===== src/hdl/mme_pkg.sv =====
// Shared types and constants for the 4x4 fixed-point matrix multiply engine.
// No dependencies; used by mme_cell, mme_scale and the top level.
package mme_pkg;

  // Matrix geometry
  localparam int unsigned DIM      = 4;
  localparam int unsigned SLOT_W   = 2;   // index of a row or column
  localparam int unsigned IDX_W    = 4;   // column-major element position
  localparam int unsigned VALUE_W  = 32;  // width of the element fields on the ports
  localparam logic [IDX_W-1:0] LAST_POS = 4'd15;

  // Store selects carried in a request
  localparam logic SEL_FIRST  = 1'b0;
  localparam logic SEL_SECOND = 1'b1;

  // One request: an element write, optionally followed by a product run
  typedef struct packed {
    logic                       matrix_select;
    logic [IDX_W-1:0]           element_index;
    logic signed [VALUE_W-1:0]  element_value;
    logic                       go;
    logic                       write_back;
  } mme_req_t;

  // One product element
  typedef struct packed {
    logic [IDX_W-1:0]           product_index;
    logic signed [VALUE_W-1:0]  product_value;
    logic                       saturated;
    logic                       last;
  } mme_rsp_t;

  // Token travelling down the chain of cells
  typedef struct packed {
    logic              valid;
    logic [IDX_W-1:0]  pos;   // {column j, row i}
  } mme_tag_t;

  // Write strobe into one slot of a cell store
  typedef struct packed {
    logic              en;
    logic [SLOT_W-1:0] slot;
  } mme_wr_t;

endpackage


===== src/hdl/mme_scale.sv =====
// Output stage: drops the fraction bits of the exact dot product, saturates
// to the element range and registers the result. Depends on mme_pkg.
module mme_scale #(
  parameter int unsigned ELEMENT_WIDTH = 32,
  parameter int unsigned FRAC_BITS     = 16,
  parameter int unsigned SUM_WIDTH     = 66
) (
  input  logic                        clk_i,
  input  logic                        rst_ni,
  input  mme_pkg::mme_tag_t           tag_i,
  input  logic signed [SUM_WIDTH-1:0] sum_i,
  output logic                        valid_o,
  output mme_pkg::mme_rsp_t           rsp_o
);

  localparam logic signed [ELEMENT_WIDTH-1:0] MAX_VAL = {1'b0, {(ELEMENT_WIDTH-1){1'b1}}};
  localparam logic signed [ELEMENT_WIDTH-1:0] MIN_VAL = {1'b1, {(ELEMENT_WIDTH-1){1'b0}}};

  logic signed [SUM_WIDTH-1:0]       shifted;
  logic [SUM_WIDTH-ELEMENT_WIDTH:0]  upper;
  logic                              fits;
  logic signed [ELEMENT_WIDTH-1:0]   value;
  logic                              valid_q;
  mme_pkg::mme_rsp_t                 rsp_d, rsp_q;

  // Arithmetic shift rounds toward minus infinity; fits when the bits above
  // the element sign are all copies of it
  assign shifted = sum_i >>> FRAC_BITS;
  assign upper   = shifted[SUM_WIDTH-1:ELEMENT_WIDTH-1];
  assign fits    = (&upper) | ~(|upper);
  assign value   = fits ? shifted[ELEMENT_WIDTH-1:0] : (sum_i[SUM_WIDTH-1] ? MIN_VAL : MAX_VAL);

  always_comb begin
    rsp_d.product_index = tag_i.pos;
    rsp_d.product_value = mme_pkg::VALUE_W'(value);
    rsp_d.saturated     = ~fits;
    rsp_d.last          = (tag_i.pos == mme_pkg::LAST_POS);
  end

  always_ff @(posedge clk_i or negedge rst_ni) begin
    if (!rst_ni) begin
      valid_q <= 1'b0;
    end else begin
      valid_q <= tag_i.valid;
    end
  end

  always_ff @(posedge clk_i) begin
    rsp_q <= rsp_d;
  end

  assign valid_o = valid_q;
  assign rsp_o   = rsp_q;

endmodule


===== config.mk =====
export PLATFORM = sky130hd
export DESIGN_NAME = mme_scale
export DESIGN_NICKNAME = d
export VERILOG_FILES = /design/src/hdl/mme_pkg.sv /design/src/hdl/mme_scale.sv
export SDC_FILE = /design/constraint.sdc
export NUM_CORES = 1
export LEC_CHECK = 0
export BUFFER_PORTS_ARGS = -buffer_cell sky130_fd_sc_hd__buf_2
export CELL_PAD_IN_SITES_DETAIL_PLACEMENT = 1
export CELL_PAD_IN_SITES_GLOBAL_PLACEMENT = 2
export CORE_MARGIN = 2
export CORE_UTILIZATION = 20
export CTS_BUF_LIST = sky130_fd_sc_hd__clkbuf_4
export DETAILED_ROUTE_END_ITERATION = 7
export PLACE_DENSITY = 0.9
export SLEW_MARGIN = 20
export SYNTH_ARGS = -nofsm -noshare
export SYNTH_HDL_FRONTEND = slang
export SYNTH_SLANG_ARGS = --single-unit

===== constraint.sdc =====
create_clock -name clk_i -period 0.8 [get_ports clk_i]
set_input_delay 0 -clock clk_i [delete_from_list [all_inputs] [get_ports clk_i]]
set_output_delay 0 -clock clk_i [all_outputs]
set_load 0.1 [all_outputs]

======== Word level (Yosys, flattened, before mapping) ========
Index checks and enable logic that the tools add are counted.
cells by class
  eq/ne operators ......................... 1
  multiplexer cells ....................... 2
  bitwise operators ....................... 3
  reductions and logical operators ........ 2
operators by type and width
  operator                                     count
  2-to-1 mux 32 bit                            2
  AND reduction 19 bit                         1
  OR reduction 19 bit                          1
  equality test 4 bit (second input constant)  1
  NOT 1 bit                                    2
  OR 1 bit                                     1
word-level totals
  register bits after elaboration ......... 39
  input port bits ......................... 73
  output and inout bits ................... 39
  logic and storage cells ................. 13

======== Longest topological paths before layout ========
  depth after elaboration ................. 4
  mapped depth ............................ 6
  mapped depth without buffers ............ 5

======== Least setup slack after synthesis ========
No wires, ideal clock.
  path kind ............................... in2reg
  from .................................... input sum_i[59]
  to ...................................... register rsp_q (netlist bit rsp_o[23])
  setup time .............................. 0.115 ns
  data arrival time ....................... 1.043 ns
  data required time ...................... 0.685 ns
  setup slack ............................. -0.358 ns
  stages on the path ...................... 6
  buffers on the path ..................... 1
  path through ............................ nor4_1 nand4_1 nor4_2 a311oi_2 buf_6 a21o_2
RTL lines
  what                    RTL line         text
  start: declaration      mme_scale.sv:11  input logic signed [SUM_WIDTH-1:0] sum_i,
  end signal: assignment  mme_scale.sv:49  rsp_q <= rsp_d;
  end: declaration        mme_scale.sv:24  mme_pkg::mme_rsp_t rsp_d, rsp_q;

==> metrics <==
sequential element share of the synthesized area=approximately 63%; simple-gate share of the synthesized area=approximately 7.3%; # port buffers=between 90 and 100; post-route setup slack=-210 ps; RSZ-0062 raised after global routing=yes; register bit total from synthesis=39; crit path capture type=register; Placer Congestion=roughly 0.64; most common cell after layout, fill and taps aside=buf_2; WP data arrival=between 1000 and 1500 ps; root buffer cell=clkbuf_4; vias in the first global route=between 1000 and 1500; Std-Cell Rows=28; DP HPWL=2.88 mm; top-area cell type share of the netlist area=between 60 and 70%; Max Root-Sink Buffers=2; initial antenna violation count=0; worst hold path class=in -> reg; CP Data Required Time=between 1000 and 1500 ps; Routed WL=4.40 mm; Congestion Overflow GR=0; Placed Instances=between 200 and 300; H-tree depth=2; Synth cell types=15; outcome=complete, but fails checks; filler instances=about 600; Post-Layout Inst Area=3130 sq um; nets=310; DR vias=approximately 1300; Crit Path Category=in -> reg; Final period util=126%; total power draw=about 5500 uW; adder-cell share of the synthesized area=0%; post-synthesis mux area share=0%; Mapped Cells=94; DR WL/cell=between 10 and 15 um; GR Util All Layers=12.7%; Die X=82.9 um; area leader, netlist=dfxtp_1; Mapped Avg Cell Area=13.2 sq um; antenna cells=0; initial DRC count=9; CTS tree=built; clock slew at reported path FFs=110 ps; max-slew violations=0; final setup fails=slightly above 70; die area=6870 sq um; Synth Area in XOR/XNOR=0%; Mapped Area=about 1200 sq um; Final Hold Fails=0; DIE HEIGHT=roughly 83 um; commonest cells after routing, fill and taps aside=buf_2, buf_12, dlygate4sd3_1, dfxtp_2, a21o_2; dpl ws=-665 ps; Max IR drop VDD=0.000943 V; YS warnings=0; CP Launch Type=input port; CTS Buf Count=5; total core area=5960 sq um; postcts setup bufs=0; DR DRC count=0; Pre-antenna DRT Iters=4; first-pass GRT wire length=6.96 mm; largest net degree at the start of global routing=20; Area after DPL=~2500 sq um; Final Non-Filler Cells=313; main combinational cell family by area after synthesis=compound AO/OA/AOI/OAI gates; Area contributors post-synth=dfxtp_1, a21o_2, buf_6; pwr/cell area=1740 nW/um^2; clock sinks=39; ANT nets after route=0; Compound-Gate Fraction of Synth Area=between 20% and 30%; syn nets=167; Period minus WS final=just over 1000 ps; f_max=990 MHz; Layout area overhead=152%; Via density=~4; failing checks=negative setup slack; crit path max fanout=18; Slew @ Worst Pin=about 360 ps; leakage power=0.00144 uW; IO Pins=~110; layout cell share with drive strength beyond 1=between 70% and 80%; max_cap viols=0; Worst slew margin=between 70% and 80%; initial core utilization=20.9%; hold slack=approximately 290 ps
==> flip-flops by register name, indices dropped and copies added, names as in the netlist <==
register  flops
rsp_o        38
valid_o       1
==> worst paths after layout <==
path	start	end	slack [ps]	depth (start not counted)
worst max-delay path	sum_i[59]	rsp_o[20]	-210	8
worst min-delay path	sum_i[65]	rsp_o[24]	290	5
max in group asynchronous	rst_ni	valid_o	220	3
min in group asynchronous	rst_ni	valid_o	470	3
==> Yosys cell counts <==
library cell and count:
buf_6 6, a21o_2 29, a31o_2 1, dfxtp_1 38
a21o_1 2, dfrtp_1 1, and4_1 1, and3_1 1
a311oi_2 1, nand4_1 5, nor4_1 4, inv_1 1
nor4_2 1, nor2_1 2, clkbuf_1 1
==> layer usage <==
metal	track usage (%)	wire length (um)	share of wire (%)	up-vias
met1	12.6	1550	35	605
met4	4.47	53	1.2	0
met2	25.2	2560	58	52
met3	2.98	229	5.2	4
met5	0	0	0	-
li1	-	-	-	620
==> cells by family (layout without fill, tap and decap cells) <==
group,Yosys count,count (layout)
compound gates,33,33
simple gates,14,14
flops,39,39
buf+inv,8,152
==> power by group <==
part | total, uW | switching (uW) | leakage (uW) | internal, uW
Combinational | 1650 | 939 | 0.00105 | 714
Sequential | 2150 | 83.3 | 0.000331 | 2060
Clock | 1650 | 640 | 0.0000559 | 1010
==> layout make-up <==
class / count / area [sq um] / area share (%)
clock buffers: 6 / 45.0 / 1.44
inverters: 1 / 3.75 / 0.120
flip-flops and latches: 39 / 835 / 26.6
repair buffers: 143 / 1610 / 51.5
clock inverters: 2 / 60.1 / 1.92
well taps: 75 / 93.8 / 3.00
multi-input cells: 47 / 483 / 15.4
==> critical path: stages <==
cell and delay (ps):
buf_2 120, nor4_4 250, nand4_1 130, nor4_2 150
buf_4 160, a311oi_4 60, buf_12 190, a21o_2 190
==> timing repair <==
item	in CTS	in global routing
pin swaps	1	1
gates resized for setup	30	10
gates cloned	0	2
setup endpoints to repair	71	71
hold buffers	39	0
endpoints found under the hold margin	39	0
==> metrics by stage <==
stage / TNS (ps) / util [%]
3_5_place_dp: -20770 / 41.8
2_1_floorplan: -13860 / -
4_1_cts: -10030 / 51.2
5_1_grt: -13200 / 52.6
6_report: -8690 / 52.6
3_3_place_gp: -20360 / 41.8
(Power assumes the default switching activity.)
