**src/hdl/mme_pkg.sv**
```systemverilog
// Shared types and constants for the 4x4 fixed-point matrix multiply engine.
// No dependencies; used by mme_cell, mme_scale and the top level.
package mme_pkg;

  // Matrix geometry
  localparam int unsigned DIM      = 4;
  localparam int unsigned SLOT_W   = 2;   // index of a row or column
  localparam int unsigned IDX_W    = 4;   // column-major element position
  localparam int unsigned VALUE_W  = 32;  // width of the element fields on the ports
  localparam logic [IDX_W-1:0] LAST_POS = 4'd15;

  // Store selects carried in a request
  localparam logic SEL_FIRST  = 1'b0;
  localparam logic SEL_SECOND = 1'b1;

  // One request: an element write, optionally followed by a product run
  typedef struct packed {
    logic                       matrix_select;
    logic [IDX_W-1:0]           element_index;
    logic signed [VALUE_W-1:0]  element_value;
    logic                       go;
    logic                       write_back;
  } mme_req_t;

  // One product element
  typedef struct packed {
    logic [IDX_W-1:0]           product_index;
    logic signed [VALUE_W-1:0]  product_value;
    logic                       saturated;
    logic                       last;
  } mme_rsp_t;

  // Token travelling down the chain of cells
  typedef struct packed {
    logic              valid;
    logic [IDX_W-1:0]  pos;   // {column j, row i}
  } mme_tag_t;

  // Write strobe into one slot of a cell store
  typedef struct packed {
    logic              en;
    logic [SLOT_W-1:0] slot;
  } mme_wr_t;

endpackage

```
**src/hdl/mme_cell.sv**
```systemverilog
// One multiply-accumulate cell of the chain: holds column k of the first matrix
// and row k of the second, adds its term to the partial sum passing through.
// Depends on mme_pkg.
module mme_cell #(
  parameter int unsigned ELEMENT_WIDTH = 32,
  parameter int unsigned SUM_WIDTH     = 66
) (
  input  logic                            clk_i,
  input  logic                            rst_ni,
  // element loads
  input  mme_pkg::mme_wr_t                wr_a_i,
  input  mme_pkg::mme_wr_t                wr_b_i,
  input  logic signed [ELEMENT_WIDTH-1:0] wr_data_i,
  // write-back capture and commit
  input  mme_pkg::mme_wr_t                wb_i,
  input  logic signed [ELEMENT_WIDTH-1:0] wb_data_i,
  input  logic                            commit_i,
  // chain
  input  mme_pkg::mme_tag_t               tag_i,
  input  logic signed [SUM_WIDTH-1:0]     sum_i,
  output mme_pkg::mme_tag_t               tag_o,
  output logic signed [SUM_WIDTH-1:0]     sum_o
);

  localparam int unsigned PROD_W = 2 * ELEMENT_WIDTH;

  logic signed [ELEMENT_WIDTH-1:0] a_q  [mme_pkg::DIM];  // first(col k, row i)
  logic signed [ELEMENT_WIDTH-1:0] b_q  [mme_pkg::DIM];  // second(col j, row k)
  logic signed [ELEMENT_WIDTH-1:0] wb_q [mme_pkg::DIM];  // pending write-back column

  mme_pkg::mme_tag_t           tag1_q, tag2_q;
  logic signed [SUM_WIDTH-1:0] psum1_q, sum2_q;
  logic signed [PROD_W-1:0]    prod_q;
  logic signed [PROD_W-1:0]    prod_d;
  logic signed [SUM_WIDTH-1:0] sum2_d;

  // Element stores; write-back commit replaces the whole first-matrix column
  always_ff @(posedge clk_i or negedge rst_ni) begin
    if (!rst_ni) begin
      for (int s = 0; s < mme_pkg::DIM; s++) begin
        a_q[s] <= '0;
        b_q[s] <= '0;
      end
    end else begin
      if (commit_i) begin
        a_q <= wb_q;
      end else if (wr_a_i.en) begin
        a_q[wr_a_i.slot] <= wr_data_i;
      end
      if (wr_b_i.en) begin
        b_q[wr_b_i.slot] <= wr_data_i;
      end
    end
  end

  // Write-back staging
  always_ff @(posedge clk_i) begin
    if (wb_i.en) begin
      wb_q[wb_i.slot] <= wb_data_i;
    end
  end

  // Stage 1 multiplies, stage 2 accumulates
  assign prod_d = a_q[tag_i.pos[mme_pkg::SLOT_W-1:0]]
                * b_q[tag_i.pos[mme_pkg::IDX_W-1:mme_pkg::SLOT_W]];
  assign sum2_d = psum1_q + SUM_WIDTH'(prod_q);

  always_ff @(posedge clk_i or negedge rst_ni) begin
    if (!rst_ni) begin
      tag1_q <= '0;
      tag2_q <= '0;
    end else begin
      tag1_q <= tag_i;
      tag2_q <= tag1_q;
    end
  end

  always_ff @(posedge clk_i) begin
    prod_q  <= prod_d;
    psum1_q <= sum_i;
    sum2_q  <= sum2_d;
  end

  assign tag_o = tag2_q;
  assign sum_o = sum2_q;

endmodule

```
**config.mk**
```make
export PLATFORM = sky130hd
export DESIGN_NAME = mme_cell
export DESIGN_NICKNAME = d
export VERILOG_FILES = /design/src/hdl/mme_pkg.sv /design/src/hdl/mme_cell.sv
export SDC_FILE = /design/constraint.sdc
export NUM_CORES = 2
export LEC_CHECK = 0
export BUFFER_PORTS_ARGS = -buffer_cell sky130_fd_sc_hd__buf_2
export CORE_MARGIN = 2
export CORE_UTILIZATION = 65
export DETAILED_ROUTE_END_ITERATION = 10
export PLACE_DENSITY = 0.83
export SETUP_SLACK_MARGIN = 0.02
export SLEW_MARGIN = 20
export SYNTH_ARGS = -nofsm -noshare
export SYNTH_HDL_FRONTEND = slang
export SYNTH_SLANG_ARGS = --single-unit
export TNS_END_PERCENT = 30
```
**constraint.sdc**
```tcl
create_clock -name clk_i -period 10.4 [get_ports clk_i]
set_input_delay 1.04 -clock clk_i [delete_from_list [all_inputs] [get_ports clk_i]]
set_output_delay 1.04 -clock clk_i [all_outputs]
set_load 0.03 [all_outputs]
```
Word-level counts from Yosys, hierarchy flattened
Cells that the tools add are included.
{"block": "op_classes", "addsub": 1, "mul": 1, "order_cmp": 8, "mux": 17, "bitwise_logic": 5, "n_reduce_logical": 4}
{"cell": "bitwise mux 128 bit", "n": 3}
{"cell": "2-to-1 mux 128 bit", "n": 2}
{"cell": "2-to-1 mux 32 bit", "n": 7}
{"cell": "demux 32 bit (select 2 bit)", "n": 3}
{"cell": "binary-select mux 32 bit (select 2 bit)", "n": 2}
{"cell": "adder 66 x 64 -> 66 bit", "n": 1}
{"cell": "multiplier 32 x 32 -> 64 bit", "n": 1}
{"cell": ">= comparator 3 bit, second input constant", "n": 5}
{"cell": "NOT 2 -> 3 bit", "n": 5}
{"cell": "< comparator 3 x 1 -> 1 bit, second input constant", "n": 3}
{"cell": "logical AND 1 bit", "n": 3}
{"cell": "nonzero test 2 bit", "n": 1}
{"block": "totals", "regBits": 590, "input_bits": 147, "output_inout_bits": 71, "word_cells": 55}

Depth between registers and ports, before layout
{"block": "logic_depth", "word_depth": 8, "ltp_mapped": 34, "mapped_depth_nobuf": 30}

Worst setup path before layout
Ideal clock, no wire load.
{"block": "synth_path", "path_kind": "input-to-reg", "start": "in tag_i[2] in the netlist's numbering", "end": "reg prod_q[63]", "setup_time_ps": 129, "arrival_ps": 9867, "required_time_ps": 10271, "path_slack_ps": 404, "cell_stages": 28, "n_path_buf": 5, "cell_sequence": "buf_2 buf_1 clkbuf_1 mux2i_1 nand2_1 o21ai_1 clkbuf_1 nor2_1 ha_1 fa_1 fa_1 fa_1 inv_1 fa_1 inv_1 fa_1 fa_1 fa_1 ha_1 clkbuf_1 nand3_1 or4_1 a211oi_1 a211oi_1 a211oi_2 a211oi_1 o41ai_1 xnor2_1"}
{"block": "synth_via", "elab_chain_cells": 5}
{"element": "from (decl)", "line_no": "mme_cell.sv:19", "source": "input mme_pkg::mme_tag_t tag_i,"}
{"element": "NOT 2 -> 3 bit (not written as such)", "line_no": "mme_cell.sv:65", "source": "* b_q[tag_i.pos[mme_pkg::IDX_W-1:mme_pkg::SLOT_W]];"}
{"element": "binary-select mux 32 bit (select 2 bit)", "line_no": "mme_cell.sv:65"}
{"element": "2-to-1 mux 32 bit (not written as such) (2 in series)", "line_no": "mme_cell.sv:65"}
{"element": "multiplier 32 x 32 -> 64 bit", "line_no": "mme_cell.sv:65"}
{"element": "via prod_d[63]", "line_no": "mme_cell.sv:34", "source": "logic signed [PROD_W-1:0] prod_d;"}
{"element": "to (signal assigned)", "line_no": "mme_cell.sv:79", "source": "prod_q <= prod_d;"}
{"element": "to (decl)", "line_no": "mme_cell.sv:33", "source": "logic signed [PROD_W-1:0] prod_q;"}
The timed path passes the listed nets, and every way through them passes these cells. The select of a mux whose other input is x is not followed.
A chain may end at the register's enable or synchronous reset.

Worst setup path in the final report
Same ends and word-level chain as after synthesis.

==> out/qor.yml <==
status: "complete, no violations"
synthFlopType: "dfrtp_1"
die_w_um: 307
postCtsResizedCells: 0
r2r_setup_slack_ns: 1.27
synth_edf_count: 128
antenna_left: 0
gp_congestion: 1.05
portBuffers: 217
critPathRequiredTime_ns: 10.92
yosysTopAreaCell: "fa_1"
htree_levels: 3
rsz0062_at_grt: "no"
cts.path.max_buffers: 3
grt_busiest_layer: "met2"
path_buf_inv: 8
layout_common_cells: "fa_1 (1,083), inv_1 (996), nand2_1 (743)"
ys_ff_latch: 590
dr.pass1.iters: 9
grt_pass1_vias: 47300
finalClockSkew_ns: 0.0717
synth_cell_types: 73
cts_made_buffers: 66
cts_sinks: 590
crit_path_end_kind: "register"
min_period_over_period_pct: 91.9
synth_warnings: 0
met2_usage_pct: 57.8
syn_area_per_cell_sq_um: 10.1
slowest_delay_ns: 0.58
io_pins: 218
post_cts_buffers: 0
initial_core_util_pct: 65.3
final_common_cell: "fa_1"
fmax_mhz: 105
use_met3_pct: 10.6
layout-drive-gt1-share_pct: 12.1
grt_first_pass_wirelength_mm: 266
pre_cts_slack_ns: 0.260
worst_slew_pin_slew_ns: 1.02
yosys-top-cells-area: "fa_1 (36%), dfrtp_1 (11%), dfxtp_1 (6.6%)"
finish.utilization_pct: 71.2
crit_family: "adder cells"
die_height_um: 307
setup_viol: 0
grt_overflow: 0
setup.worst_path.class: "in2reg"
clk_pin_slew_ns: 0.06
slew_violations: 0
critPathMaxFanout: 47
clk_latency_ns: 0.70
vias: 44100
yosysSeqAreaShare_pct: 24.2
multi_input_area_sq_um: 40400
grt_util_met1_pct: 47.3
design_area_sq_um: 65000
antenna_found_initial: 9
rows: 111
cts-root-buf: "clkbuf_16"
grt_max_degree: 164
grt_use_total_pct: 37.5
place_area_sq_um: 62600
postCtsHoldBufs: 0
seq_area_sq_um: 14400
syn_inst: 5891
synth_fp_nets: 7370
dp_hpwl_mm: 132
area_growth_pct: 9.08
netlist.area_leader.share_pct: 36.4
drt-vias-per-instance: 6.04
drc: 0
finalHoldViolations: 0
period_needed_ns: 9.56
slew_headroom_pct: 31.9
core_area_sq_um: 91200
maxCapViolations: 0
layout.nets: 7537
synth.cell_area_sq_um: 59600
cp_common_cell: "fa_1"
startpoint_type: "primary input"
drt-total-wl_mm: 172
crit_slowest_cell: "fa_1"
drtIter0Drc: 4751
synthArstFlopShare_pct: 45.1
nFillCells: 6324
cp.arrival_ns: 10.08
tns_ns: 0
routed_wire_length_per_instance_um: 23.5
dieArea_sq_um: 94100
hold_class: "reg2reg"
worst_slack_ns: 0.843
cts_tree: "yes"
## state kept, by name, indices dropped and copies added, names as in the netlist
register / flops
b_q: 128
psum1_q: 66
tag_o: 5
prod_q: 64
tag1_q: 5
wb_q: 128
sum_o: 66
a_q: 128
## per-layer routing
metal | up-vias | wire, um | part of all wire [%]
met1 | 21900 | 60900 | 35
met3 | 759 | 21400 | 12
met5 | - | 29 | 0.017
met2 | 2876 | 76600 | 45
met4 | 4 | 12800 | 7.5
li1 | 18600 | - | -
## cells in the mapped netlist (12+ instances only)
| cell type | instances |
|---|---|
| dfrtp_1 | 266 |
| dfxtp_1 | 196 |
| clkbuf_1 | 253 |
| buf_1 | 37 |
| nor2_1 | 565 |
| nand2_1 | 743 |
| o21a_1 | 61 |
| nand4_1 | 35 |
| xnor2_1 | 92 |
| nor2b_1 | 13 |
| a21oi_1 | 149 |
| and3_1 | 17 |
| a31oi_1 | 17 |
| o21ai_0 | 202 |
| a211oi_1 | 15 |
| and2_1 | 36 |
| mux2i_1 | 182 |
| xor2_1 | 42 |
| ha_1 | 249 |
| fa_1 | 1083 |
| inv_1 | 996 |
| a21o_1 | 66 |
| o21ai_1 | 59 |
| nand2b_1 | 12 |
| edfxtp_1 | 128 |
| mux2_2 | 182 |
| nand3_1 | 21 |
| o21bai_1 | 32 |
## area by class of cell
type                    instances  share of cell area, %
multi-input cells            4003                   62.1
flip-flops and latches        590                   22.2
inverters                     997                   5.76
repair buffers                400                   4.02
clock buffers                  92                   2.97
well taps                    1186                   2.28
clock inverters                30                  0.660
diodes                          7                 0.0270
## final timing paths
path	start	endpoint	depth (start not counted)
max	tag_i[2]	prod_q[63]	28
min	tag1_q[4]	tag_o[4]	0
max reg2reg	a_q[95]	prod_q[63]	28
min reg2reg	tag1_q[4]	tag_o[4]	0
max in group asynchronous	rst_ni	b_q[106]	2
min in group asynchronous	rst_ni	tag_o[4]	1
## cells by family (layout without fill, tap and decap cells)
kind of cell             Yosys count  after routing  share of synthesized area [%]
flip-flops                       590            590                           24.2
adder cells (fa/ha/maj)         1332           1332                           41.6
AO/OA/AOI/OAI                    676            676                           6.98
AND/OR/NAND/NOR                 1487           1487                           10.1
XOR/XNOR                         134            134                           1.97
multiplexers                     374            374                           6.88
other                              0              7                              0
buffers and inverters           1298           1519                           8.20
## through the flow
stage	cells	hold slack (ns)
after detailed placement	7175	0.336
after global routing	7305	0.348
after global placement	7175	0.333
after CTS	7297	0.347
final	7305	0.344
after floorplan	5891	0.331
Power is not shown: default switching activity piles up to over one toggle a cycle in this logic, so the estimate is an artifact.
